**src/sv/bdn_pkg.sv**
```systemverilog
// ----------------------------------------------------------------------------
// bdn_pkg
// Shared types, constants and arithmetic helpers for the RAW10 Bayer
// demosaic to NV12 unit.
// ----------------------------------------------------------------------------
`default_nettype none

package bdn_pkg;

  // Line store geometry
  localparam int LINE_W      = 4096;
  localparam int LINE_AW     = $clog2(LINE_W);
  localparam int NUM_SLOTS   = 3;

  // Decoupling queue between front and back
  localparam int Q_DEPTH     = 4;
  localparam int Q_AW        = $clog2(Q_DEPTH);
  localparam int Q_CW        = Q_AW + 1;

  // Phase of the last byte in a five-byte packed group, which carries the LSBs
  localparam logic [2:0] GROUP_LSB_PHASE = 3'd4;

  // BT.601 coefficients, 8-bit fixed point
  localparam logic [16:0] Y_R  = 17'd77;
  localparam logic [16:0] Y_G  = 17'd150;
  localparam logic [16:0] Y_B  = 17'd29;
  localparam logic [17:0] CB_R = 18'd43;
  localparam logic [17:0] CB_G = 18'd85;
  localparam logic [17:0] CR_G = 18'd107;
  localparam logic [17:0] CR_B = 18'd21;
  localparam logic [17:0] C_HALF = 18'd128;

  // Configuration register indexes
  typedef enum logic [2:0] {
    CFG_ROW_STRIDE = 3'd0,
    CFG_CROP_LEFT  = 3'd1,
    CFG_CROP_TOP   = 3'd2,
    CFG_OUT_WIDTH  = 3'd3,
    CFG_OUT_HEIGHT = 3'd4
  } cfg_idx_t;

  typedef struct packed {
    logic [12:0] row_stride_bytes;
    logic [11:0] crop_left;
    logic [11:0] crop_top;
    logic [11:0] out_width;
    logic [11:0] out_height;
  } cfg_t;

  typedef struct packed {
    logic [7:0] data_byte;
    logic       frame_start;
  } in_t;

  typedef struct packed {
    logic [10:0] tile_col;
    logic [10:0] tile_row;
    logic [7:0]  luma_top_left;
    logic [7:0]  luma_top_right;
    logic [7:0]  luma_bottom_left;
    logic [7:0]  luma_bottom_right;
    logic [7:0]  chroma_blue;
    logic [7:0]  chroma_red;
    logic        frame_done;
  } out_t;

  // Neighborhood of one tile, as queued from front to back
  typedef struct packed {
    logic [7:0]  em;
    logic [7:0]  e0;
    logic [7:0]  e1;
    logic [7:0]  e2;
    logic [7:0]  pm;
    logic [7:0]  p0;
    logic [7:0]  p1;
    logic [7:0]  p2;
    logic [7:0]  m0;
    logic [7:0]  m1;
    logic [7:0]  m2;
    logic [7:0]  qm;
    logic [7:0]  q0;
    logic [7:0]  q1;
    logic [10:0] tile_col;
    logic [10:0] tile_row;
    logic        frame_done;
  } tile_t;

  // Round-half-up average of two
  function automatic logic [7:0] avg2(input logic [7:0] a, input logic [7:0] b);
    logic [8:0] s;
    s = {1'b0, a} + {1'b0, b} + 9'd1;
    return s[8:1];
  endfunction

  // Round-half-up average of four
  function automatic logic [7:0] avg4(input logic [7:0] a, input logic [7:0] b,
                                      input logic [7:0] c, input logic [7:0] d);
    logic [9:0] s;
    s = {2'b0, a} + {2'b0, b} + {2'b0, c} + {2'b0, d} + 10'd2;
    return s[9:2];
  endfunction

  // BT.601 luma; the sum never exceeds 16 bits
  function automatic logic [7:0] luma(input logic [7:0] r, input logic [7:0] g,
                                      input logic [7:0] b);
    logic [16:0] s;
    s = Y_R * {9'd0, r} + Y_G * {9'd0, g} + Y_B * {9'd0, b} + 17'd128;
    return s[15:8];
  endfunction

  // Floor shift by 8, add the chroma offset and clip to 0..255
  function automatic logic [7:0] chroma_clip(input logic [17:0] v);
    logic signed [17:0] t;
    t = ($signed(v) >>> 8) + $signed(C_HALF);
    if (t < 0) begin
      return 8'd0;
    end else if (t > 18'sd255) begin
      return 8'd255;
    end
    return t[7:0];
  endfunction

endpackage

`default_nettype wire

```
**src/sv/bdn_back.sv**
```systemverilog
// ----------------------------------------------------------------------------
// bdn_back
// Bilinear RGB at the four tile sites, then BT.601 luma and averaged chroma,
// into the output register.
// ----------------------------------------------------------------------------
`default_nettype none

module bdn_back (
  input  wire logic                clk,
  input  wire logic                rst_n,
  input  wire bdn_pkg::tile_t      head,
  input  wire logic [bdn_pkg::Q_CW-1:0] q_level,
  output logic                     pop,
  output logic                     out_valid,
  input  wire logic                out_stall,
  output bdn_pkg::out_t            out_data
);
  import bdn_pkg::*;

  logic adv;
  logic s1_v_r, out_v_r;

  logic [7:0] r00_r, g00_r, b00_r, r01_r, g01_r, b01_r;
  logic [7:0] r10_r, g10_r, b10_r, r11_r, g11_r, b11_r;
  logic [7:0] rr_r, gg_r, bb_r;
  logic [10:0] col_r, row_r;
  logic        done_r;

  logic [7:0] r00, g00, b00, r01, g01, b01, r10, g10, b10, r11, g11, b11;
  logic [17:0] cb_v, cr_v;
  out_t       res, out_r;

  // Move the whole pipe when the output register frees up
  assign adv = !out_v_r || !out_stall;
  assign pop = adv && (q_level != '0);

  always_ff @(posedge clk) begin
    if (!rst_n) begin
      s1_v_r  <= 1'b0;
      out_v_r <= 1'b0;
    end else if (adv) begin
      s1_v_r  <= pop;
      out_v_r <= s1_v_r;
    end
  end

  // Interpolate the four sites
  always_comb begin
    r00 = avg2(head.em, head.e1);
    g00 = head.e0;
    b00 = avg2(head.m0, head.p0);
    r01 = head.e1;
    g01 = avg4(head.e0, head.e2, head.m1, head.p1);
    b01 = avg4(head.m0, head.m2, head.p0, head.p2);
    r10 = avg4(head.em, head.e1, head.qm, head.q1);
    g10 = avg4(head.pm, head.p1, head.e0, head.q0);
    b10 = head.p0;
    r11 = avg2(head.e1, head.q1);
    g11 = head.p1;
    b11 = avg2(head.p0, head.p2);
  end

  always_ff @(posedge clk) begin
    if (adv && pop) begin
      r00_r  <= r00;
      g00_r  <= g00;
      b00_r  <= b00;
      r01_r  <= r01;
      g01_r  <= g01;
      b01_r  <= b01;
      r10_r  <= r10;
      g10_r  <= g10;
      b10_r  <= b10;
      r11_r  <= r11;
      g11_r  <= g11;
      b11_r  <= b11;
      rr_r   <= avg4(r00, r01, r10, r11);
      gg_r   <= avg4(g00, g01, g10, g11);
      bb_r   <= avg4(b00, b01, b10, b11);
      col_r  <= head.tile_col;
      row_r  <= head.tile_row;
      done_r <= head.frame_done;
    end
  end

  // Convert to luma and chroma
  always_comb begin
    cb_v = {10'd0, bb_r} * C_HALF + C_HALF
         - {10'd0, rr_r} * CB_R - {10'd0, gg_r} * CB_G;
    cr_v = {10'd0, rr_r} * C_HALF + C_HALF
         - {10'd0, gg_r} * CR_G - {10'd0, bb_r} * CR_B;
    res.tile_col          = col_r;
    res.tile_row          = row_r;
    res.luma_top_left     = luma(r00_r, g00_r, b00_r);
    res.luma_top_right    = luma(r01_r, g01_r, b01_r);
    res.luma_bottom_left  = luma(r10_r, g10_r, b10_r);
    res.luma_bottom_right = luma(r11_r, g11_r, b11_r);
    res.chroma_blue       = chroma_clip(cb_v);
    res.chroma_red        = chroma_clip(cr_v);
    res.frame_done        = done_r;
  end

  always_ff @(posedge clk) begin
    if (adv && s1_v_r) begin
      out_r <= res;
    end
  end

  assign out_valid = out_v_r;
  assign out_data  = out_r;

endmodule

`default_nettype wire
```
**config.mk**
```make
export PLATFORM = sky130hd
export DESIGN_NAME = bdn_back
export DESIGN_NICKNAME = d
export VERILOG_FILES = /design/src/sv/bdn_pkg.sv /design/src/sv/bdn_back.sv
export SDC_FILE = /design/constraint.sdc
export NUM_CORES = 2
export LEC_CHECK = 0
export ABC_AREA = 1
export CORE_UTILIZATION = 45
export DETAILED_ROUTE_END_ITERATION = 8
export DONT_BUFFER_PORTS = 1
export PLACE_DENSITY_LB_ADDON = 0.25
export SETUP_SLACK_MARGIN = 0.05
export SYNTH_ARGS = -nofsm -noshare
export SYNTH_HDL_FRONTEND = slang
export SYNTH_SLANG_ARGS = --single-unit
```
**constraint.sdc**
```tcl
create_clock -name clk -period 9.1 [get_ports clk]
set_input_delay 0.455 -clock clk [delete_from_list [all_inputs] [get_ports clk]]
set_output_delay 0.455 -clock clk [all_outputs]
set_load 0.05 [all_outputs]
```
---- Yosys cells after proc, flatten, opt, wreduce, memory -nomap -nowiden ----
Cells that the tools add are included.
operators by class
  reduce and logical (&&, ||, !) cells .... 7
  $add $sub $neg .......................... 56
  mux-type cells .......................... 10
  multiply operators ...................... 16
  magnitude comparators ................... 4
operators with widths
  cell                     count
  $mul A7 B8 Y15 const A   8
  $add A8 B8 Y9            11
  $add A10 B2 Y10 const B  7
  $add A10 B8 Y10          7
  $add A9 B8 Y10           7
  $add A15 B16 Y16         4
  $add A16 B13 Y16         4
  $add A16 B8 Y16 const B  4
  $mul A5 B8 Y13 const A   4
  $mux W8                  6
  $add A9 B1 Y9 const B    4
  $add A15 B8 Y16 const B  2
  $mul A8 B7 Y15 const B   2
  $add A10 B9 Y11 const B  2
  $gt A11 B9 Y1 const B    2
  $lt A11 B1 Y1 const B    2
  $sub A17 B14 Y18         1
  $sub A17 B16 Y18         1
  $sub A16 B14 Y17         1
  $sub A16 B15 Y17         1
  $mul A8 B6 Y14 const B   1
  $mul A8 B5 Y13 const B   1
  $mux W1                  4
  $logic_and A1 B1 Y1      3
  other kinds (3)          4
storage, ports and cells
  flip-flop bits (word level) ............. 216
  output and inout port bits .............. 73
  bits of input ports ..................... 141
  logic and storage cells ................. 122

---- Longest topological paths before layout ----
  depth in word-level cells ............... 8
  mapped depth ............................ 41
  depth with buffers taken out ............ 41

---- Worst setup path before layout ----
OpenSTA, ideal clock, no wires.
  path type ............................... register to register
  from .................................... register g01_r[4]
  to ...................................... register out_r (netlist bit out_data[39]), data pin
  buffers on the path ..................... 0
  stages on the path, launching flop included .. 25
  clock period less this slack ............ 6.421 ns
  data required time ...................... 8.835 ns
  slack ................................... 2.679 ns
  setup time .............................. 0.265 ns
  arrival time ............................ 6.156 ns
  cell sequence ........................... edfxtp_1 > ha_1 > ha_1 > inv_1 > fa_1 > fa_1 > inv_1 > ha_1 > xnor2_1 > fa_1 > inv_1 > fa_1 > fa_1 > inv_1 > fa_1 > ha_1 > ha_1 > a21oi_1 > o21ai_0 > o21bai_1 > nand2_1 > nand2_1 > a21oi_1 > o21ai_0 > xor2_1
RTL lines
  element                 line             RTL
  start, declared         bdn_back.sv:23   logic [7:0] r00_r, g00_r, b00_r, r01_r, g01_r, b01_r;
  start signal, assigned  bdn_back.sv:69   g01_r <= g01;
  end signal, assigned    bdn_back.sv:105  out_r <= res;
  end, declared           bdn_back.sv:31   out_t res, out_r;

==> results.md <==
Timing:
- The number of pins with negative max-slew slack in the final report is 0.
- Setup repair after global routing left no endpoint under its margin.
- The worst-margin pin slew is 0.9205 ns.
- For the final database, setup skew stands at roughly 0.04 ns.
- The final period demand of the worst path is 6.790 ns.
- The total negative slack for setup checks is 0 ns.
- Headroom to the max-slew limit came out at 0.3849.
- The hold violation count in the final report was 0.
- The fraction of the cycle the final worst path needs is 0.7461.
- The achievable frequency is 147.3 MHz.
- Setup violations remaining at the end of the flow were counted as 0.

Clocking:
- The clock sink total is roughly 220.
- The clock passes through at most 3 buffers.
- In this run, post-CTS repair resized a total of 0 instances.
- The cell sitting at the root of the clock tree is a sky130_fd_sc_hd__clkbuf_16.
- After clock tree synthesis, the flow added hold-fix buffers numbering 56.
- CTS built an H-tree with a depth of 1.
- For the worst-skew pair, the clock arrives at the later sink with an insertion delay of 0.58 ns.
- The TritonCTS clock tree is built.
- The number of buffers inserted to repair setup after CTS is 0.
- The number of buffers created by CTS is 29.
- Clock-pin slew was measured on the worst setup and hold paths at about 0.060 ns.

Route:
- After the first detailed-routing iteration, the DRC count stood at 836.
- The post-detailed-route via-to-cell ratio is 4.855.
- The overall via count from detail_route is approximately 21k.
- The iteration count of the initial detailed-routing pass is 5.
- After detailed routing, the average wire length per cell comes to between 15 and 20 um.
- The number of nets with antenna violations after detailed routing is 0.
- The residual DRC count is 0.
- After detailed routing, the total wire length is 69640 um.

Yosys:
- The synthesized design contains 214 enable-type register cells.
- Yosys printed 0 warnings.
- The synthesized netlist net count is 4544.
- The number of standard cells after synthesis is 3375.
- The synthesized design contains 216 register bits.
- The count of different cell masters after synthesis is between 40 and 50.
- The area of the mapped netlist is 32110 um^2.
- A synthesized cell averages 9.513 um^2.
- The fraction of registers with async set/reset is 0.
- The most used flip-flop cell after synthesis is sky130_fd_sc_hd__edfxtp_1.
- The share of the Yosys chip area taken by registers is 0.2014.

Final layout:
- At the end of the flow, the number of nets in the layout was 4633.
- The repair_antennas step left the layout with diodes totalling 0.
- The post-route cell area is 34910 um^2.
- The non-filler instance count after layout is 4426.
- Compared with the post-synthesis result, the final layout area differs by 8.745%.
- The share of post-route cells with drive strength above 1 is 0.02410.

Critical path:
- The type of the setup path with the least slack is flip-flop to flip-flop.
- Among the stages of the critical path, the cell type that occurs most often is sky130_fd_sc_hd__fa_1.
- The cell type of the slowest stage on the worst timing path is sky130_fd_sc_hd__fa_1.
- The largest single stage delay on the critical path is 0.52 ns.
- The worst setup path is captured at a flip-flop.
- Data arrives at the worst endpoint at 7.11 ns.
- The critical-path maximum fanout is 5.
- Walking the worst path, the cells encountered are ha_1 -> ha_1 -> inv_1 -> fa_1 -> fa_1 -> inv_1 -> ha_1 -> xnor2_1 -> fa_1 -> inv_1 -> fa_1 -> fa_1 -> inv_1 -> fa_1 -> ha_1 -> ha_1 -> a21oi_1 -> o21ai_0 -> o21bai_1 -> nand2_1 -> nand2_1 -> a21oi_1 -> o21ai_0 -> xor2_1.
- The worst setup path is launched from a flip-flop.
- For the worst setup path, the data required time is between 9 and 10 ns.

Die:
- The number of rows in the core area is 97.
- The initial utilization of the core area, before any placement, comes to 0.4569.
- The die covers 72420 um^2.
- The total area inside the core boundary comes to 70270 um^2.
- The chip height is 269.1 um.
- During I/O placement, the number of pins put on the boundary was 214.
- The die outline width is roughly 270 um.

Global route:
- Across every metal layer, demand over resource in global routing totals 0.1992.
- The first-pass GRT wire length is 115300 um.
- After global routing the overflow that remains totals 0.
- The via count of the first global-routing pass was between 20k and 25k.
- The initial antenna violation count is 0.
- Entering global routing, the biggest net connects between 70 and 80 pins.

Worst hold path:
- The path class of the lowest-slack min-delay path is input port to flip-flop.

Status:
- The run finished with clean final reports.

Placement:
- The count of buffers from port buffering is 0.
- Detailed placement finished with a half-perimeter wire length of 61060 um.
- The cell area reported after detailed placement is 33310 um^2.
- The cell count after placement is 4317.
- The routability congestion estimate from global placement is between 0.8 and 0.9.

Job:
- The max-cap check violation count is 0.
-- area by class of cell --
| cell class | instances | area [um^2] |
|---|---|---|
| Clock buffer | 34 | 744.5 |
| Clock inverter | 19 | 299.0 |
| Sequential cell | 216 | 6466 |
| Inverter | 941 | 3537 |
| Multi-Input combinational cell | 2218 | 22120 |
| Fill cell | 6512 | 35360 |
| Timing Repair Buffer | 58 | 575.6 |
| Tap cell | 940 | 1176 |
-- final timing paths --
kind / startpoint / endpoint / slack [ns] / cells past startpoint
min: out_stall / out_valid$_SDFFE_PN0N_ / 0.12 / 2
max: g01_r[4]$_DFFE_PP_ / out_data[39]$_DFFE_PP_ / 2.31 / 24
min reg2reg: col_r[2]$_DFFE_PP_ / out_data[62]$_DFFE_PP_ / 0.42 / 0
max reg2reg: g01_r[4]$_DFFE_PP_ / out_data[39]$_DFFE_PP_ / 2.31 / 24
-- stage by stage --
step	worst slack [ns]	utilization	hold slack [ns]
finish	2.310	0.4969	0.1248
global route	1.978	0.4969	0.1193
CTS	2.279	0.4969	0.09793
detailed placement	2.307	0.4740	0.4052
global placement	2.326	0.4740	0.4004
floorplan	2.679	-	0.4003
-- flip-flops by register name, summed over array words and instances (netlist names) --
| signal | cells |
|---|---|
| b11_r | 8 |
| g01_r | 8 |
| g11_r | 8 |
| col_r | 11 |
| b10_r | 8 |
| r11_r | 8 |
| g10_r | 8 |
| b01_r | 8 |
| bb_r | 8 |
| r01_r | 8 |
| rr_r | 8 |
| s1_v_r | 1 |
| r00_r | 8 |
| row_r | 11 |
| out_valid | 1 |
| g00_r | 8 |
| b00_r | 8 |
| out_data | 71 |
| done_r | 1 |
| r10_r | 8 |
| gg_r | 8 |
-- cell usage after synthesis, types with 3 or more instances --
cell,number,share of area
sky130_fd_sc_hd__nand3b_1,9,0.0021
sky130_fd_sc_hd__inv_1,938,0.11
sky130_fd_sc_hd__or2_2,11,0.0021
sky130_fd_sc_hd__nand3_1,93,0.014
sky130_fd_sc_hd__o21ai_0,63,0.0098
sky130_fd_sc_hd__ha_1,641,0.25
sky130_fd_sc_hd__fa_1,387,0.24
sky130_fd_sc_hd__a21oi_1,177,0.028
sky130_fd_sc_hd__o31ai_1,6,0.0014
sky130_fd_sc_hd__nor3_1,10,0.0016
sky130_fd_sc_hd__o211ai_1,6,0.0014
sky130_fd_sc_hd__a31oi_1,8,0.0016
sky130_fd_sc_hd__nor2_1,96,0.011
sky130_fd_sc_hd__o2111ai_1,3,0.00082
sky130_fd_sc_hd__xnor2_1,63,0.017
sky130_fd_sc_hd__o21bai_1,19,0.0044
sky130_fd_sc_hd__edfxtp_1,214,0.20
sky130_fd_sc_hd__a211oi_1,6,0.0014
sky130_fd_sc_hd__a21o_1,19,0.0044
sky130_fd_sc_hd__xor2_1,111,0.030
sky130_fd_sc_hd__nand4_1,29,0.0057
sky130_fd_sc_hd__nand2_1,421,0.049
sky130_fd_sc_hd__inv_2,3,0.00035
sky130_fd_sc_hd__o21a_1,4,0.00094
sky130_fd_sc_hd__nor4_1,4,0.00078
sky130_fd_sc_hd__nand2_2,6,0.0012
-- placed cells by master, fill, tap and decap left out, types with 3 or more instances in the layout --
master	instances
sky130_fd_sc_hd__nand3b_1	9
sky130_fd_sc_hd__clkbuf_1	5
sky130_fd_sc_hd__ha_1	641
sky130_fd_sc_hd__bufinv_16	7
sky130_fd_sc_hd__o2111ai_1	3
sky130_fd_sc_hd__fa_1	387
sky130_fd_sc_hd__a21oi_1	177
sky130_fd_sc_hd__edfxtp_1	214
sky130_fd_sc_hd__dlygate4sd3_1	56
sky130_fd_sc_hd__inv_2	3
sky130_fd_sc_hd__xnor2_1	63
sky130_fd_sc_hd__a211oi_1	6
sky130_fd_sc_hd__nand2_1	421
sky130_fd_sc_hd__nand2_2	6
sky130_fd_sc_hd__inv_1	937
sky130_fd_sc_hd__clkinv_4	4
sky130_fd_sc_hd__o21ai_0	63
sky130_fd_sc_hd__nor3_1	10
sky130_fd_sc_hd__o21a_1	4
sky130_fd_sc_hd__nor2_1	95
sky130_fd_sc_hd__o211ai_1	6
sky130_fd_sc_hd__nor4_1	4
sky130_fd_sc_hd__inv_6	3
sky130_fd_sc_hd__o31ai_1	6
sky130_fd_sc_hd__a31oi_1	8
sky130_fd_sc_hd__xor2_1	111
sky130_fd_sc_hd__nand3_1	93
sky130_fd_sc_hd__o21bai_1	19
sky130_fd_sc_hd__nand4_1	29
sky130_fd_sc_hd__or2_2	11
sky130_fd_sc_hd__a21o_1	19
sky130_fd_sc_hd__clkbuf_16	29
-- cells by family (layout without fill, tap and decap cells) --
group | after synthesis | count (layout) | share of synthesized area
fa+ha+maj | 1028 | 1028 | 0.4911
buf+inv | 941 | 1052 | 0.1100
simple gates | 690 | 690 | 0.09193
compound gates | 325 | 325 | 0.05760
flops | 216 | 216 | 0.2014
xor+xnor | 175 | 175 | 0.04797
-- layer usage --
layer / track usage / up-vias / share of wire
li1: - / 10850 / -
met1: 0.2502 / 10310 / 0.44
met2: 0.3593 / 281 / 0.50
met3: 0.03473 / 56 / 0.049
met4: 0.03489 / 0 / 0.016
met5: 0 / - / 0
-- worst max-delay path: cells and delay by family, from the launching register on --
kind	cells	cell delay, ns
and+or+nand+nor	2	0.17
adders and majority gates	11	4.46
DFF	1	0.46
AOI/OAI and AO/OA	5	0.83
buffers and inverters	4	0.24
xor gates and xnor gates	2	0.39
Power is not shown: default switching activity piles up to over one toggle a cycle in this logic, so the estimate is an artifact.
