**src/sv/bdn_pkg.sv**
```systemverilog
// ----------------------------------------------------------------------------
// bdn_pkg
// Shared types, constants and arithmetic helpers for the RAW10 Bayer
// demosaic to NV12 unit.
// ----------------------------------------------------------------------------
`default_nettype none

package bdn_pkg;

  // Line store geometry
  localparam int LINE_W      = 4096;
  localparam int LINE_AW     = $clog2(LINE_W);
  localparam int NUM_SLOTS   = 3;

  // Decoupling queue between front and back
  localparam int Q_DEPTH     = 4;
  localparam int Q_AW        = $clog2(Q_DEPTH);
  localparam int Q_CW        = Q_AW + 1;

  // Phase of the last byte in a five-byte packed group, which carries the LSBs
  localparam logic [2:0] GROUP_LSB_PHASE = 3'd4;

  // BT.601 coefficients, 8-bit fixed point
  localparam logic [16:0] Y_R  = 17'd77;
  localparam logic [16:0] Y_G  = 17'd150;
  localparam logic [16:0] Y_B  = 17'd29;
  localparam logic [17:0] CB_R = 18'd43;
  localparam logic [17:0] CB_G = 18'd85;
  localparam logic [17:0] CR_G = 18'd107;
  localparam logic [17:0] CR_B = 18'd21;
  localparam logic [17:0] C_HALF = 18'd128;

  // Configuration register indexes
  typedef enum logic [2:0] {
    CFG_ROW_STRIDE = 3'd0,
    CFG_CROP_LEFT  = 3'd1,
    CFG_CROP_TOP   = 3'd2,
    CFG_OUT_WIDTH  = 3'd3,
    CFG_OUT_HEIGHT = 3'd4
  } cfg_idx_t;

  typedef struct packed {
    logic [12:0] row_stride_bytes;
    logic [11:0] crop_left;
    logic [11:0] crop_top;
    logic [11:0] out_width;
    logic [11:0] out_height;
  } cfg_t;

  typedef struct packed {
    logic [7:0] data_byte;
    logic       frame_start;
  } in_t;

  typedef struct packed {
    logic [10:0] tile_col;
    logic [10:0] tile_row;
    logic [7:0]  luma_top_left;
    logic [7:0]  luma_top_right;
    logic [7:0]  luma_bottom_left;
    logic [7:0]  luma_bottom_right;
    logic [7:0]  chroma_blue;
    logic [7:0]  chroma_red;
    logic        frame_done;
  } out_t;

  // Neighborhood of one tile, as queued from front to back
  typedef struct packed {
    logic [7:0]  em;
    logic [7:0]  e0;
    logic [7:0]  e1;
    logic [7:0]  e2;
    logic [7:0]  pm;
    logic [7:0]  p0;
    logic [7:0]  p1;
    logic [7:0]  p2;
    logic [7:0]  m0;
    logic [7:0]  m1;
    logic [7:0]  m2;
    logic [7:0]  qm;
    logic [7:0]  q0;
    logic [7:0]  q1;
    logic [10:0] tile_col;
    logic [10:0] tile_row;
    logic        frame_done;
  } tile_t;

  // Round-half-up average of two
  function automatic logic [7:0] avg2(input logic [7:0] a, input logic [7:0] b);
    logic [8:0] s;
    s = {1'b0, a} + {1'b0, b} + 9'd1;
    return s[8:1];
  endfunction

  // Round-half-up average of four
  function automatic logic [7:0] avg4(input logic [7:0] a, input logic [7:0] b,
                                      input logic [7:0] c, input logic [7:0] d);
    logic [9:0] s;
    s = {2'b0, a} + {2'b0, b} + {2'b0, c} + {2'b0, d} + 10'd2;
    return s[9:2];
  endfunction

  // BT.601 luma; the sum never exceeds 16 bits
  function automatic logic [7:0] luma(input logic [7:0] r, input logic [7:0] g,
                                      input logic [7:0] b);
    logic [16:0] s;
    s = Y_R * {9'd0, r} + Y_G * {9'd0, g} + Y_B * {9'd0, b} + 17'd128;
    return s[15:8];
  endfunction

  // Floor shift by 8, add the chroma offset and clip to 0..255
  function automatic logic [7:0] chroma_clip(input logic [17:0] v);
    logic signed [17:0] t;
    t = ($signed(v) >>> 8) + $signed(C_HALF);
    if (t < 0) begin
      return 8'd0;
    end else if (t > 18'sd255) begin
      return 8'd255;
    end
    return t[7:0];
  endfunction

endpackage

`default_nettype wire

```
**src/sv/bdn_queue.sv**
```systemverilog
// ----------------------------------------------------------------------------
// bdn_queue
// Short queue of tile neighborhoods between the front and the back.
// ----------------------------------------------------------------------------
`default_nettype none

module bdn_queue (
  input  wire logic                      clk,
  input  wire logic                      rst_n,
  input  wire logic                      push,
  input  wire bdn_pkg::tile_t            push_data,
  input  wire logic                      pop,
  output bdn_pkg::tile_t                 head,
  output logic [bdn_pkg::Q_CW-1:0]       level
);
  import bdn_pkg::*;

  tile_t            ent_r [Q_DEPTH];
  logic [Q_AW-1:0]  wp_r, rp_r;
  logic [Q_CW-1:0]  cnt_r, cnt_nxt;

  assign head  = ent_r[rp_r];
  assign level = cnt_r;

  // Track occupancy
  always_comb begin
    cnt_nxt = cnt_r;
    if (push && !pop) begin
      cnt_nxt = cnt_r + Q_CW'(1);
    end else if (pop && !push) begin
      cnt_nxt = cnt_r - Q_CW'(1);
    end
  end

  always_ff @(posedge clk) begin
    if (!rst_n) begin
      wp_r  <= '0;
      rp_r  <= '0;
      cnt_r <= '0;
    end else begin
      cnt_r <= cnt_nxt;
      if (push) begin
        wp_r <= wp_r + Q_AW'(1);
      end
      if (pop) begin
        rp_r <= rp_r + Q_AW'(1);
      end
    end
  end

  // Store entries
  always_ff @(posedge clk) begin
    if (push) begin
      ent_r[wp_r] <= push_data;
    end
  end

endmodule

`default_nettype wire

```
**config.mk**
```make
export PLATFORM = sky130hd
export DESIGN_NAME = bdn_queue
export DESIGN_NICKNAME = d
export VERILOG_FILES = /design/src/sv/bdn_pkg.sv /design/src/sv/bdn_queue.sv
export SDC_FILE = /design/constraint.sdc
export NUM_CORES = 1
export LEC_CHECK = 0
export BUFFER_PORTS_ARGS = -buffer_cell sky130_fd_sc_hd__buf_2
export CORE_MARGIN = 2
export CORE_UTILIZATION = 60
export CTS_BUF_LIST = sky130_fd_sc_hd__clkbuf_8
export CTS_CLUSTER_DIAMETER = 50
export DETAILED_ROUTE_END_ITERATION = 10
export PLACE_DENSITY = 0.93
export SLEW_MARGIN = 20
export SYNTH_ARGS = -nofsm -noshare
export SYNTH_HDL_FRONTEND = slang
export SYNTH_SLANG_ARGS = --single-unit
```
**constraint.sdc**
```tcl
create_clock -name clk -period 6.4 [get_ports clk]
set_input_delay 0.32 -clock clk [delete_from_list [all_inputs] [get_ports clk]]
set_output_delay 0.32 -clock clk [all_outputs]
set_load 0.01 [all_outputs]
```
# After elaboration in Yosys (flattened, before gate mapping)
# Memories as Yosys holds them, arrays and structs flattened. A register that Yosys moved wholly into a read port is not among the register bits.
# Index checks and enable logic that the tools add are counted.
# Widths: inputs -> output; s select.
[totals]
regBits = 7
ram_bits = 540
input_bits = 139
output_inout_bits = 138
wordCells = 19
memories = 1
[classes]
addsub = 4
muxes = 6
n_reduce_logical = 5
[memory_table]
columns = ["memory", "depth", "width", "read_ports", "rd_ports_with_merged_regs", "write_ports", "line", "rtl"]
rows = [
  ["ent_r", 4, 135, 1, 1, 1, "bdn_queue.sv:18", "tile_t ent_r [Q_DEPTH];"],
]
[op_table]
columns = ["op", "n"]
rows = [
  ["$mux 3", 2],
  ["$add 2x1->2 const B", 2],
  ["$mux 2", 2],
  ["$add 3x1->3 const B", 1],
  ["$sub 3x1->3 const B", 1],
  ["$logic_and 1x1->1", 2],
  ["$logic_not 1->1", 2],
  ["$mux 1", 2],
  ["$reduce_bool 2->1", 1],
]

# Logic depth before layout (Yosys ltp)
# Gate-level depths: netlist (run 1).
[logic_depth]
word_depth = 4
depth_mapped = 7
mapped_depth_nobuf = 7

# Least setup slack after synthesis (run 1)
# OpenSTA, ideal clock, no wires.
[synth_path]
kind = "reg2reg"
from = "register wp_r[0]"
to = "memory ent_r[0][0] (netlist bit), enable pin"
setup_ns = 0.510
t_arrival_ns = 3.635
required_time_ns = 5.890
setup_slack_ns = 2.255
path_stages_with_launch = 4
path_cell_list = "dfxtp_1 -> inv_1 -> ha_1 -> and2_1"
[synth_lines]
columns = ["item", "line", "rtl"]
rows = [
  ["from (decl)", "bdn_queue.sv:19", "logic [Q_AW-1:0] wp_r, rp_r;"],
  ["from (signal assigned)", "bdn_queue.sv:43", "wp_r <= wp_r + Q_AW'(1);"],
  ["to (decl)", "bdn_queue.sv:18", ""],
]
# Straight into the memory's write port.

==> key figures, run 1 <==
Yosys
  – Synth Register Bits: 549
  – Post-Syn Area per Cell: 26.6 sq um
  – Post-synth EDFFs: 540
  – Synth Area in Compound Gates: 0.0629%
  – Largest family of logic cells by synthesized area: multiplexers
  – Mux cell area share after synthesis: roughly 15%
  – Count leader, synth: edfxtp_1
  – Largest cells by area after synthesis: edfxtp_1 82%, mux4_2 15%, dfxtp_1 0.91%, buf_6 0.40%, buf_2 0.38%
  – Asr flop ratio synth: 0%
  – Synthesized Nets: 891
  – Synth unique cells: 20
  – Post-synthesis xor/xnor area fraction: 0.220%
  – Ys Warns: 0
  – Mapped Cells: 746
  – Synth area leader: edfxtp_1
  – Area share of fa/ha/maj cells after synthesis: less than 1%
  – Register area share after synthesis: 82.5%
  – Mapped cell area: 19900 sq um
  – Synth Area in Simple Gates: 0.397%
  – Synth top area share: 81.6%
  – Main flop type after synthesis: edfxtp_1
  – Commonest cells in the netlist: 540 x edfxtp_1, 135 x mux4_2, 15 x buf_2

STA
  – Slew @ Worst Pin: approximately 1.1 ns
  – Final period util: between 50% and 60%
  – Hold Fails Final Rpt: 0
  – Max Clock Skew: 0.0441 ns
  – Slew Limit Fails: 0
  – Worst Slack Setup Final: approximately 2.9 ns
  – Slew headroom: 27.2%
  – Worst hold slack: ~0.074 ns
  – Setup_tns: 0 ns
  – RSZ-0062 raised after global routing: no
  – Period minus WS final: 3.53 ns
  – Highest clock rate: 283 MHz
  – Setup violators final: 0

Final layout
  – Post-layout nets: between 1000 and 1500
  – Synthesis-to-layout area growth: 24.2%
  – Number of fill cells in the layout: 1578
  – Layout cells sized above 1: a little over 40%

Route
  – Vias per cell: 5.83
  – DRT antenna net count: 0
  – Final WL: 44.2 mm
  – Initial DRC Count: between 900 and 1000
  – Drt first pass iters: 5
  – Total number of vias: slightly above 10000
  – Avg WL per Cell: 25.5 um
  – Post-route DRC: 0

GRT
  – Largest net degree at the start of global routing: 90
  – Initial antenna violation count: 5
  – First-pass GRT wire length: about 64 mm
  – Number of global-route vias before repair: between 10000 and 15000
  – All-layer global routing usage: 26.1%
  – Total gr overflow: 0

Placed design
  – Input/output buffers: 276
  – RePlAce Congestion: between 0.7 and 0.8
  – DP HPWL: 22.4 mm
  – Place WS: 3.47 ns

Floorplan
  – Die height: 186 um
  – Core outline area: about 33000 sq um
  – Row cnt: 66
  – Die width: 186 um
  – IO Pins: roughly 280
  – Die area: 34600 sq um
  – Initial Util: 60.9%

Min path
  – Min-Delay Startpoint: pop
  – Hold Path End: rp_r[0]
  – Worst hold path depth: 3
  – Hold Path Class: in2reg

Setup path
  – Critical path's largest stage delay: 0.97 ns
  – CP max stage cell: dfxtp_4
  – Arr. time, crit path: about 3.2 ns
  – Reg2reg path depth: 4
  – Crit path cell chain: buf_12 > mux4_2 > buf_2
  – R2r setup slk: 3.46 ns
  – Critical Path Fanout Max: 89
  – Crit. End Element: output port
  – Reg-to-Reg Start: wp_r[0]
  – R2R Path End: ent_r[0][18]
  – Worst Path Required: 6.08 ns
  – Critical path type: reg2out
  – Worst Setup Start Kind: flip-flop

CTS
  – CTS buffer count: 83
  – CTS clk-pin slew, worst paths: 0.07 ns
  – CTS tree: built
  – Clk_lat worst skew: between 0.6 and 0.7 ns
  – Clk sinks: 549
  – CTS root buf: clkbuf_8
  – CTS H-Tree Depth: 3
  – CTS max path bufs: 3

Power and ir drop
  – Peak supply drop: 259 uV
  – Pleak: 8.53 nW
  – Pwr dens: 316 nW/um^2

Flow run
  – Max cap viols: 0

Outcome
  – Run status: finished clean
## worst max-delay path, delay by kind of cell, from the launching register on
| family | cells | cell delay, ns |
|---|---|---|
| buf+inv | 2 | 0.71 |
| flops | 1 | 0.97 |
| mux | 1 | 0.63 |
## worst max path at each step
stage | end | from
floorplan | ent_r[0][0] | wp_r[0]
global placement | head[74] | flip-flop
detailed placement | head[122] | flip-flop
CTS | head[122] | flip-flop
global route | head[106] | flip-flop
finish | head[106] | flip-flop
## per-layer routing
layer	part of all wire, %	track usage, %
met5	0.027	0
met4	2.7	9.10
met3	8.3	7.12
met2	53	45.0
met1	36	32.0
## layout make-up
type	count	area [sq um]	share of cell area, %
multi-input combinational	163	3290	13.3
timing repair buffer	422	2830	11.5
inverter	4	15.0	0.0608
antenna	4	10.0	0.0405
tap	442	553	2.24
clock buffer	89	1220	4.96
sequential	549	16400	66.4
clock inverter	61	370	1.50
## registers in the layout (all words and copies together) (netlist names), named ones only
name / cells
level: 3
rp_r: 2
ent_r: 540
wp_r: 2
## where the power goes
part / leakage (nW) / internal, W / switching (W)
registers: 5.04 / 0.00414 / 0.0000755
clock network: 0.913 / 0.00145 / 0.00133
logic: 2.58 / 0.000384 / 0.000423
total: 8.53 / 0.00597 / 0.00183
## timing repair
action | CTS | global route
resized for setup | 0 | 0
endpoints found under the hold margin | 549 | 0
setup buffers | 0 | 0
hold buffers | 136 | 0
## stage by stage
step | instances | util (%) | total power, W | cell area [sq um]
2_1_floorplan | 746 | - | 0.00470 | 19900
3_3_place_gp | 1444 | 66.6 | 0.00496 | 21700
3_5_place_dp | 1444 | 66.6 | 0.00500 | 21700
4_1_cts | 1730 | 75.7 | 0.00780 | 24700
5_1_grt | 1734 | 75.7 | 0.00806 | 24700
6_report | 1734 | 75.7 | 0.00780 | 24700
## kinds of logic (layout without fill, tap and decap cells)
| family | after synthesis | after routing |
|---|---|---|
| simple gates | 13 | 13 |
| compound gates | 2 | 2 |
| mux | 137 | 137 |
| xor+xnor | 5 | 5 |
| fa+ha+maj | 6 | 6 |
| flops | 549 | 549 |
| other cells | 0 | 4 |
| buf+inv | 34 | 576 |
## cell usage in the layout (no fill, tap or decap), types with 2 or more instances in the layout
master	instances
and2_1	5
and2_4	4
buf_2	276
buf_4	9
bufinv_16	4
clkbuf_8	89
clkinv_1	17
clkinv_2	10
dfxtp_1	7
dfxtp_4	2
diode_2	4
dlygate4sd3_1	136
edfxtp_1	540
ha_1	5
inv_1	29
inv_6	3
mux2i_1	2
mux4_2	135
nor2b_1	2
xnor2_1	2
xor2_1	3
(Power assumes the default switching activity.)
==> run 2: changes to the inputs <==
--- a/config.mk
+++ b/config.mk
@@ -7,11 +7,11 @@
 export LEC_CHECK = 0
 export BUFFER_PORTS_ARGS = -buffer_cell sky130_fd_sc_hd__buf_2
 export CORE_MARGIN = 2
-export CORE_UTILIZATION = 60
+export CORE_UTILIZATION = 53
 export CTS_BUF_LIST = sky130_fd_sc_hd__clkbuf_8
 export CTS_CLUSTER_DIAMETER = 50
 export DETAILED_ROUTE_END_ITERATION = 10
-export PLACE_DENSITY = 0.93
+export PLACE_DENSITY = 0.87
 export SLEW_MARGIN = 20
 export SYNTH_ARGS = -nofsm -noshare
 export SYNTH_HDL_FRONTEND = slang
==> constraint.sdc (replaced) <==
create_clock -name clk -period 2.9 [get_ports clk]
set_input_delay 0.145 -clock clk [delete_from_list [all_inputs] [get_ports clk]]
set_output_delay 0.145 -clock clk [all_outputs]
set_load 0.01 [all_outputs]
==> key figures, run 2 (synthesis gave the netlist of run 1 again) <==
Placed design
  – Input/output buffers: 276 (unchanged)
  – RePlAce Congestion: 0.729 (+2.3%)
  – DP HPWL: 23.9 mm (+6.5%)
  – Place WS: 0.988 ns (-2.48 ns)

Final layout
  – Sequential standard cell area: 16400 sq um (unchanged)
  – Multi-input logic area: 3290 sq um (unchanged)
  – Post-layout nets: 1384 (+1.2%)
  – Most frequent cells in the layout: 540 x edfxtp_1, 276 x buf_2, 139 x dlygate4sd3_1
  – Synthesis-to-layout area growth: 25.3%
  – Layout cells sized above 1: 41.4% (-0.094 points)
  – Number of fill cells in the layout: 2236 (+42%)
  – Commonest non-fill, non-tap cell in the layout: edfxtp_1
  – Largest Register: ent_r
  – Largest register FFs: 540 (unchanged)

Power and ir drop
  – Total power: 0.0167 W (+110%)
  – Pwr dens: 670 nW/um^2 (+110%)
  – Pleak: 8.59 nW (+0.70%)
  – Peak supply drop: 473 uV (+83%)

CTS
  – CTS max path bufs: 3 (unchanged)
  – Clk sinks: 549 (unchanged)
  – CTS root buf: clkbuf_8
  – CTS clk-pin slew, worst paths: 0.06 ns (about the same)
  – CTS tree: built
  – Clk_lat worst skew: 0.61 ns (-0.04 ns)
  – Post-CTS sizing: 0 (unchanged)
  – CTS buffer count: 84 (+1.2%)
  – Post-CTS Setup Inserts: 0 (unchanged)
  – CTS H-Tree Depth: 3 (unchanged)
  – Hold Buf Count CTS: 139 (+2.2%)

Floorplan
  – Initial Util: 54.0% (-6.9 points)
  – Core outline area: 36800 sq um (+13%)
  – Die area: 39100 sq um (+13%)
  – Die width: 198 um (+6.3%)
  – Row cnt: 70 (+6.1%)
  – Die height: 198 um (+6.3%)
  – IO Pins: 277 (unchanged)

Setup path
  – Arr. time, crit path: 2.38 ns (-0.83 ns)
  – Critical Path Fanout Max: 25 (-72%)
  – Crit. End Element: output port
  – Worst Path Required: 2.76 ns (-3.32 ns)
  – Critical path type: reg2out
  – Worst Setup Start Kind: flip-flop

Route
  – Final WL: 40.7 mm (-7.9%)
  – Initial DRC Count: 647 (-35%)
  – Vias per cell: 5.52 (-5.4%)
  – Post-route DRC: 0 (unchanged)
  – Total number of vias: 9796 (-3.2%)
  – Avg WL per Cell: 22.9 um (-10%)
  – DRT antenna net count: 0 (unchanged)
  – Drt first pass iters: 5 (unchanged)

STA
  – Period minus WS final: 2.52 ns
  – Setup violators final: 0 (unchanged)
  – Slew Limit Fails: 0 (unchanged)
  – Setup_tns: 0 ns (unchanged)
  – Slew headroom: 51.5% (+24 points)
  – Hold Fails Final Rpt: 0 (unchanged)
  – Worst Slack Setup Final: 0.377 ns (-2.49 ns)
  – Slew @ Worst Pin: 0.727 ns (-0.365 ns)
  – RSZ-0062 raised after global routing: no
  – Final period util: 87.0%
  – Max Clock Skew: 0.0181 ns (-0.0260 ns)
  – Highest clock rate: 396 MHz

Min path
  – Hold Path Class: in2reg

GRT
  – All-layer global routing usage: 21.3% (-4.8 points)
  – First-pass GRT wire length: 60.9 mm (-5.4%)
  – Number of global-route vias before repair: 10500 (-2.3%)
  – Total gr overflow: 0 (unchanged)
  – Largest net degree at the start of global routing: 68 (-24%)
  – Initial antenna violation count: 6 (+1)

Outcome
  – Run status: finished clean

Flow run
  – Max cap viols: 0 (unchanged)
-- run 2: cell count changes in the layout (fill, tap and decap cells not counted), sizes merged --
cell / delta
inv: +3
clkinv: -2
bufinv: -4
buf: +12
clkbuf: -1
dlygate4sd3: +3
clkinvlp: +4
-- run 2: layout make-up --
cell class | count | share of cell area (%)
clock buffer | 88 | 4.86
tap | 468 | 2.35
multi-input combinational | 163 | 13.2
antenna | 4 | 0.0402
clock inverter | 62 | 1.09
inverter | 4 | 0.0603
sequential | 549 | 65.8
timing repair buffer | 437 | 12.5
-- run 2: layer usage --
| layer | up-vias | GRT usage [%] | wire, um |
|---|---|---|---|
| met5 | - | 0 | 44 |
| met4 | 6 | 7.63 | 916 |
| met3 | 78 | 6.45 | 3350 |
| met2 | 379 | 34.3 | 20300 |
| met1 | 5085 | 27.8 | 16100 |
| li1 | 4248 | - | - |
-- run 2: power by group --
part | internal [W] | leakage, nW | switching, W
clock network | 0.00281 | 0.852 | 0.00279
logic | 0.000903 | 2.70 | 0.000947
registers | 0.00912 | 5.04 | 0.000117
total | 0.0128 | 8.59 | 0.00385
-- run 2: final timing paths --
path                 start             to  slack, ns  cells after the start
min          push_data[59]   ent_r[0][59]       0.28                      2
min reg2reg       level[2]       level[2]       0.50                      2
max reg2reg        wp_r[1]  ent_r[1][125]       1.02                      4
max              flip-flop      head[134]       0.38                      3
-- run 2: through the flow --
step / instances / hold slack [ns] / util (%) / area, sq um
2_1_floorplan: 746 / 0.244 / - / 19900
3_3_place_gp: 1482 / 0.355 / 59.9 / 22000
3_5_place_dp: 1482 / 0.361 / 59.9 / 22000
4_1_cts: 1771 / 0.223 / 67.7 / 24900
5_1_grt: 1773 / 0.252 / 67.7 / 24900
6_report: 1775 / 0.277 / 67.7 / 24900
-- run 2: worst max-delay path, cell delays in order, from the launching register on --
cell and delay [ns]:
dfxtp_4 0.66, buf_12 0.30, mux4_2 0.58, buf_2 0.17
==> run 3: changes to the inputs <==
--- a/config.mk
+++ b/config.mk
@@ -6,12 +6,11 @@
 export NUM_CORES = 1
 export LEC_CHECK = 0
 export BUFFER_PORTS_ARGS = -buffer_cell sky130_fd_sc_hd__buf_2
-export CORE_MARGIN = 2
-export CORE_UTILIZATION = 53
+export CORE_UTILIZATION = 35
 export CTS_BUF_LIST = sky130_fd_sc_hd__clkbuf_8
 export CTS_CLUSTER_DIAMETER = 50
 export DETAILED_ROUTE_END_ITERATION = 10
-export PLACE_DENSITY = 0.87
+export PLACE_DENSITY = 0.52
 export SLEW_MARGIN = 20
 export SYNTH_ARGS = -nofsm -noshare
 export SYNTH_HDL_FRONTEND = slang
==> key figures, run 3 (synthesis gave the netlist of run 1 again) <==
Route
  – Final WL: 42.7 mm (+5.0%)
  – Post-route DRC: 0 (unchanged)
  – Avg WL per Cell: 20.4 um (-11%)
  – Total number of vias: 9699 (-0.99%)
  – Vias per cell: 4.64 (-16%)
  – Drt first pass iters: 4 (-1)
  – DRT antenna net count: 0 (unchanged)
  – Initial DRC Count: 600 (-7.3%)

STA
  – Slew headroom: 53.9% (+2.3 points)
  – Max Clock Skew: 0.0270 ns (+0.00890 ns)
  – Slew Limit Fails: 0 (unchanged)
  – Setup_tns: 0 ns (unchanged)
  – Slew @ Worst Pin: 0.692 ns (-0.0351 ns)
  – Hold Fails Final Rpt: 0 (unchanged)
  – RSZ-0062 raised after global routing: no
  – Highest clock rate: 384 MHz (-3.1%)
  – Worst hold slack: 0.216 ns (-0.0615 ns)
  – Period minus WS final: 2.60 ns (+0.0794 ns)
  – Setup violators final: 0 (unchanged)
  – Final period util: 89.7% (+2.7 points)

Setup path
  – Crit path cell chain: buf_12 > mux4_2 > buf_2
  – Worst Path Required: 2.76 ns (about the same)
  – CP max stage cell: dfxtp_4
  – Arr. time, crit path: 2.46 ns (+0.08 ns)
  – Critical Path Fanout Max: 40 (+60%)
  – Worst Setup Start Kind: flip-flop
  – Worst Path Buf+Inv: 2 (unchanged)
  – Critical path's largest stage delay: 0.62 ns (-0.04 ns)
  – Critical path type: reg2out
  – Family with the most delay on the worst path: flip-flops
  – Crit. End Element: output port

Power and ir drop
  – Net Sw Frac: 23.8% (+0.68 points)
  – Peak supply drop: 351 uV (-26%)
  – Clock network power share: 36.3% (+2.7 points)
  – Sw Pwr: 0.00414 W (+7.4%)
  – Flop pwr share: 53.1% (-2.3 points)
  – Pleak: 8.76 nW (+1.9%)
  – Combinational power share: 10.6% (-0.5 points)
  – Pwr dens: 681 nW/um^2 (+1.7%)
  – Pint: 0.0133 W (+3.4%)

CTS
  – CTS max path bufs: 3 (unchanged)
  – CTS buffer count: 94 (+12%)
  – CTS H-Tree Depth: 3 (unchanged)
  – CTS root buf: clkbuf_8
  – CTS tree: built
  – Clk sinks: 549 (unchanged)
  – Clk_lat worst skew: 0.67 ns (+0.06 ns)
  – CTS clk-pin slew, worst paths: 0.06 ns (about the same)

Final layout
  – Sequential standard cell area: 16400 sq um (unchanged)
  – Largest register FFs: 540 (unchanged)
  – Fin cells: 2089 (+18%)
  – Most frequent cells in the layout: 540 x edfxtp_1, 276 x buf_2, 138 x dlygate4sd3_1
  – Multi-input logic area: 3290 sq um (unchanged)
  – Layout cells sized above 1: 42.5% (+1.0 points)
  – Commonest non-fill, non-tap cell in the layout: edfxtp_1
  – Synthesis-to-layout area growth: 28.5%
  – Layout Utilization: 45.9% (-22 points)
  – Post-layout nets: 1407 (+1.7%)
  – Largest Register: ent_r
  – Number of fill cells in the layout: 4814 (+120%)

Placed design
  – Input/output buffers: 276 (unchanged)
  – DP Cell Count: 1776 (+20%)
  – RePlAce Congestion: 0.707 (-3.0%)
  – DP HPWL: 25.5 mm (+6.6%)

Floorplan
  – Die area: 57700 sq um (+48%)
  – Die height: 240 um (+22%)
  – Row cnt: 86 (+23%)
  – Core outline area: 55600 sq um (+51%)
  – IO Pins: 277 (unchanged)
  – Initial Util: 35.7% (-18 points)
  – Die width: 240 um (+22%)

GRT
  – Number of global-route vias before repair: 10500 (+0.39%)
  – Largest net degree at the start of global routing: 64 (-5.9%)
  – Initial antenna violation count: 3 (-3)
  – All-layer global routing usage: 15.1% (-6.1 points)
  – First-pass GRT wire length: 64.2 mm (+5.5%)
  – Total gr overflow: 0 (unchanged)

Outcome
  – Run status: finished clean

Flow run
  – Max cap viols: 0 (unchanged)

Min path
  – Hold Path Class: in2reg
-- run 3: cell count changes in the layout (fill, tap and decap cells not counted) --
cell and change:
inv_8 +2, clkbuf_8 +7, inv_1 -3, clkinv_2 +3
buf_4 +17, buf_12 -3, clkinv_1 +11, clkinv_4 +1
bufinv_16 +2, diode_2 -1, dlygate4sd3_1 -1, clkinvlp_4 -1
-- run 3: final cells by class --
type,count,area share (%)
well taps,748,3.66
clock inverters,77,1.57
multi-input cells,163,12.9
flip-flops and latches,549,64.2
clock buffers,95,5.12
diodes,3,0.0294
inverters,4,0.0588
repair buffers,450,12.5
-- run 3: final timing paths --
path | endpoint | from | slack [ns] | cells past startpoint
setup / recovery | head[52] | flip-flop | 0.30 | 3
hold / removal | ent_r[3][36] | push_data[36] | 0.22 | 2
setup reg to reg | ent_r[1][4] | wp_r[0] | 1.05 | 3
hold reg to reg | level[2] | level[2] | 0.49 | 2
-- run 3: per-stage QoR --
step | cell area, sq um | setup WS, ns | total power, W
6_report | 25500 | 0.297 | 0.0174
5_1_grt | 25500 | 0.115 | 0.0181
4_1_cts | 25500 | 0.133 | 0.0177
3_5_place_dp | 22400 | 0.933 | 0.0112
3_3_place_gp | 22400 | 0.938 | 0.0111
2_1_floorplan | 19900 | 0.259 | 0.0103
-- run 3: what timing repair did --
| item | CTS | global route |
|---|---|---|
| endpoints found under the setup margin | 0 | 0 |
| hold buffers | 138 | 0 |
| resized for setup | 0 | 0 |
| buffers inserted | 0 | 0 |
| hold endpoints to repair | 549 | 0 |
-- run 3: power groups by stage --
stage          Combinational, W  Sequential (W)  Clock (W)
2_1_floorplan          0.000978         0.00936          0
3_3_place_gp            0.00174         0.00939          0
3_5_place_dp            0.00175         0.00940          0
4_1_cts                 0.00191         0.00924    0.00657
5_1_grt                 0.00201         0.00927    0.00687
6_report                0.00185         0.00923    0.00632
-- run 3: metal layers --
| layer | vias to the layer above | wire (um) | track usage [%] |
|---|---|---|---|
| li1 | 4290 | - | - |
| met1 | 5051 | 18900 | 20.1 |
| met2 | 298 | 20200 | 23.7 |
| met3 | 60 | 2810 | 4.34 |
| met4 | 0 | 812 | 5.50 |
| met5 | - | 0 | 0 |
